$ cat config.mk
export PLATFORM = sky130hd
export DESIGN_NAME = dbwc_div
export DESIGN_NICKNAME = d
export VERILOG_FILES = /design/src/rtl/dbwc_div.sv
export SDC_FILE = /design/constraint.sdc
export NUM_CORES = 1
export LEC_CHECK = 0
export ABC_AREA = 1
export BUFFER_PORTS_ARGS = -buffer_cell sky130_fd_sc_hd__buf_2
export CAP_MARGIN = 10
export CORE_MARGIN = 2
export CORE_UTILIZATION = 50
export CTS_BUF_LIST = sky130_fd_sc_hd__clkbuf_8 sky130_fd_sc_hd__clkbuf_16
export DETAILED_ROUTE_END_ITERATION = 12
export PLACE_DENSITY_LB_ADDON = 0.25
export SYNTH_ARGS = -nofsm -noshare
export SYNTH_HDL_FRONTEND = slang
export SYNTH_SLANG_ARGS = --single-unit
$ cat constraint.sdc
create_clock -name clk -period 6.25 [get_ports clk]
set_clock_uncertainty 0.15 [all_clocks]
set_input_delay 0.625 -clock clk [delete_from_list [all_inputs] [get_ports clk]]
set_output_delay 0.625 -clock clk [all_outputs]
set_load 0.02 [all_outputs]
$ cat src/rtl/dbwc_div.sv
// dbwc_div: restoring divider, one quotient bit per cycle
// no dependencies; used by the top level for the window step
module dbwc_div #(
    parameter int NUM_W = 37,
    parameter int DEN_W = 25
) (
    input  logic             clk,
    input  logic             rst_n,
    input  logic             start,
    input  logic [NUM_W-1:0] dividend,
    input  logic [DEN_W-1:0] divisor,
    output logic             done,
    output logic [NUM_W-1:0] quotient
);

    localparam int CNT_W = $clog2(NUM_W + 1);

    logic             busy_reg;
    logic             done_reg;
    logic [CNT_W-1:0] cnt_reg;
    logic [DEN_W-1:0] rem_reg;
    logic [NUM_W-1:0] num_reg;
    logic [DEN_W:0]   trial;
    logic [DEN_W:0]   diff;
    logic             qbit;

    assign trial = {rem_reg, num_reg[NUM_W-1]};
    assign qbit  = trial >= {1'b0, divisor};
    assign diff  = trial - {1'b0, divisor};

    always_ff @(posedge clk or negedge rst_n)
    begin
        if (!rst_n)
        begin
            busy_reg <= 1'b0;
            done_reg <= 1'b0;
            cnt_reg  <= '0;
        end
        else
        begin
            done_reg <= 1'b0;
            if (start)
            begin
                busy_reg <= 1'b1;
                cnt_reg  <= CNT_W'(NUM_W);
                rem_reg  <= '0;
                num_reg  <= dividend;
            end
            else if (busy_reg)
            begin
                rem_reg <= qbit ? diff[DEN_W-1:0] : trial[DEN_W-1:0];
                num_reg <= {num_reg[NUM_W-2:0], qbit};
                cnt_reg <= cnt_reg - 1'b1;
                if (cnt_reg == CNT_W'(1))
                begin
                    busy_reg <= 1'b0;
                    done_reg <= 1'b1;
                end
            end
        end
    end

    assign done     = done_reg;
    assign quotient = num_reg;

endmodule

==> reports/qor.csv <==
stage;metric;value;unit
detailed_routing;remaining_drc_errors;0;
global_routing;grt_start_max_net_pins;43;
finish;largest_register_ff_count;37;
die;rows;38;
critical_path;critPathKind;reg2reg;
clock_network;post_cts_buffers;0;
critical_path;critPathRequiredTime;6.31;ns
die;coreArea;0.0107;mm^2
clock_network;ctsResizeCount;0;
clock_network;clockBufferDepth;2;
timing;tns;0;ns
power;total_leakage_power;0.00343;uW
die;start_util;0.507;
critical_path;cp_data_arrival_time;2.79;ns
power;design_power_total;1480;uW
power;p_sw;568;uW
die;die_x;108;um
timing;worst_slack;3.52;ns
synth;ys_warn_count;0;
timing;hold_viol_final;0;
synth;synthArstFlopShare;0.114;
power;pwr-share-seq;0.403;
finish;synthToLayoutAreaGrowth;14.3;%
synth;synth_cells;787;
finish;multi_input_area;0.00274;mm^2
detailed_routing;num_vias;5049;
critical_path;crit_path_cell_trace;inv_1, ha_1, inv_1, fa_1, nand3_1, nand3_2, nand3b_4, nand2_4, nand2_1, nand3_1, o21ai_1;
timing;setup_viol;0;
critical_path;crit_path_max_fanout;28;
run;drv_cap;0;
clock_network;cts-root-buf;clkbuf_8;
critical_path;endpoint_kind;flop;
timing;drv_slew;0;
detailed_routing;viasPerCell;4.91;
synth;ys_types;40;
synth;yosysMostFrequentCell;nand2_1;
status;status;finished clean;
die;pin_count;103;
power;sw_frac_of_total;0.384;
power;clkPwrFrac;0.241;
detailed_routing;wl;13100;um
finish;num_antenna_cells;0;
critical_path;max_stage_delay;0.46;ns
timing;slew_headroom;0.308;
synth;synth_area_leaders;edfxtp_1 (34%), nand2_1 (22%), inv_1 (9.4%);
synth;synth_ff_type;edfxtp_1;
timing;max_freq;366;MHz
synth;synth_commonest_cells;nand2_1 (319), inv_1 (136), nand3_1 (74), edfxtp_1 (62), nor2_1 (31);
detailed_routing;wl_per_cell;12.8;um
clock_network;clk_pin_slew;0.09;ns
detailed_routing;ant_nets;0;
global_routing;grt_pass1_wl;22500;um
timing;worstMarginPinSlew;1.04;ns
timing;post-route-min-period;2.73;ns
global_routing;grt_overflow_total;0;
clock_network;cts.htree.levels;3;
finish;nets;976;
placement;place_congestion;0.904;
detailed_routing;drtIter0Drc;247;
clock_network;cts-hold-fix-buffers;0;
power;power_frac_comb;0.357;
timing;rsz0062_at_grt;false;
finish;final_layout_size_suffix_gt1_frac;0.173;
synth;synth-edff-count;62;
power;p_int;913;uW
die;dieArea;0.0117;mm^2
synth;synth_seq_cells;70;
timing;post-route-period-util;0.437;
hold_path;hp-class;in2async;
synth;synth_area_leader_cell;edfxtp_1;
detailed_routing;firstDrtPassIters;5;
finish;fillers;1107;
synth;yosysTopAreaCellShare;0.342;
placement;hpwl;9650;um
synth;syn_area;0.00545;mm^2
clock_network;cts.sinks;70;
placement;post-place-ws;3.21;ns
synth;yosysSeqAreaShare;0.379;
clock_network;clk_latency;0.36;ns
clock_network;tritoncts;done;
clock_network;numCtsBuffers;9;
die;die_h;108;um
finish;fin_util;0.580;
power;ir_drop;148;uV
synth;avgSynthCellArea;6.92;um^2
global_routing;antenna_found_initial;0;
placement;portBuffers;102;
synth;synth_nets;880;
critical_path;start_kind;flop;
critical_path;crit_slowest_cell;fa_1;
global_routing;grt_pass1_vias;4822;
power;power-per-cell-area;238;mW/mm^2
finish;seqCellArea;0.00206;mm^2
global_routing;grt_use_total;0.241;
per-layer routing:
metal | GRT usage | wire [um]
met5 | 0 | 0
met4 | 0.0632 | 153
met3 | 0.0476 | 864
met2 | 0.400 | 5910
met1 | 0.324 | 6200
through the flow:
step	hold WS, ns	cells	cell area [um^2]
floorplan	0.179	787	5450
global placement	0.329	1012	6050
detailed placement	0.331	1012	6050
CTS	0.213	1028	6230
global route	0.254	1028	6230
finish	0.214	1028	6230
kinds of logic after synthesis:
group / synth area share
adders and majority gates: 0.0657
AOI/OAI and AO/OA: 0.0427
DFF: 0.379
and+or+nand+nor: 0.377
buffers and inverters: 0.120
xor gates and xnor gates: 0.0161
placed cells by master (no fill, tap or decap), drive strengths merged:
cell type    n
clkbuf      10
nor2        38
or2          1
ha          27
a21oi       21
nand3b       8
nor3         8
fa           1
xor2         1
nor4         1
nand2      330
and3         1
o22ai        1
edfxtp      62
o21bai       1
nand3       76
o21a         1
xnor2        9
inv        146
o21ai       17
and2         2
a31oi        1
clkinvlp     1
nand4        8
clkinv       4
buf        104
dfrtp        8
final timing paths:
| check | startpoint | endpoint | slack (ns) | depth (start not counted) |
|---|---|---|---|---|
| worst max-delay path | quotient[36] | rem_reg[6] | 3.52 | 11 |
| worst max register to register | quotient[36] | rem_reg[6] | 3.52 | 11 |
| worst min-delay path | rst_n | done | 0.21 | 1 |
| max in group asynchronous | rst_n | cnt_reg[4] | 5.23 | 1 |
| min in group clk | cnt_reg[5] | cnt_reg[5] | 0.35 | 1 |
| worst min register to register | cnt_reg[5] | cnt_reg[5] | 0.35 | 1 |
layout make-up:
type / count / share of cell area
tap: 140 / 0.0281
multi-input combinational: 553 / 0.440
sequential: 70 / 0.331
clock inverter: 6 / 0.00683
clock buffer: 10 / 0.0221
timing repair buffer: 104 / 0.0844
inverter: 145 / 0.0874
power groups by stage:
| stage | Combinational [uW] | Clock, uW | Sequential [uW] |
|---|---|---|---|
| floorplan | 384 | 0 | 622 |
| finish | 528 | 356 | 597 |
| global route | 607 | 380 | 603 |
| CTS | 527 | 359 | 597 |
| global placement | 519 | 0 | 606 |
| detailed placement | 525 | 0 | 606 |
worst max-delay path: cells and delay by family, from the launching register on:
| kind | cells | cell delay (ns) |
|---|---|---|
| and+or+nand+nor | 6 | 1.06 |
| AOI/OAI and AO/OA | 1 | 0.10 |
| DFF | 1 | 0.41 |
| buffers and inverters | 2 | 0.22 |
| adders and majority gates | 2 | 0.61 |
No activity file was read; power rests on OpenSTA's default activity.
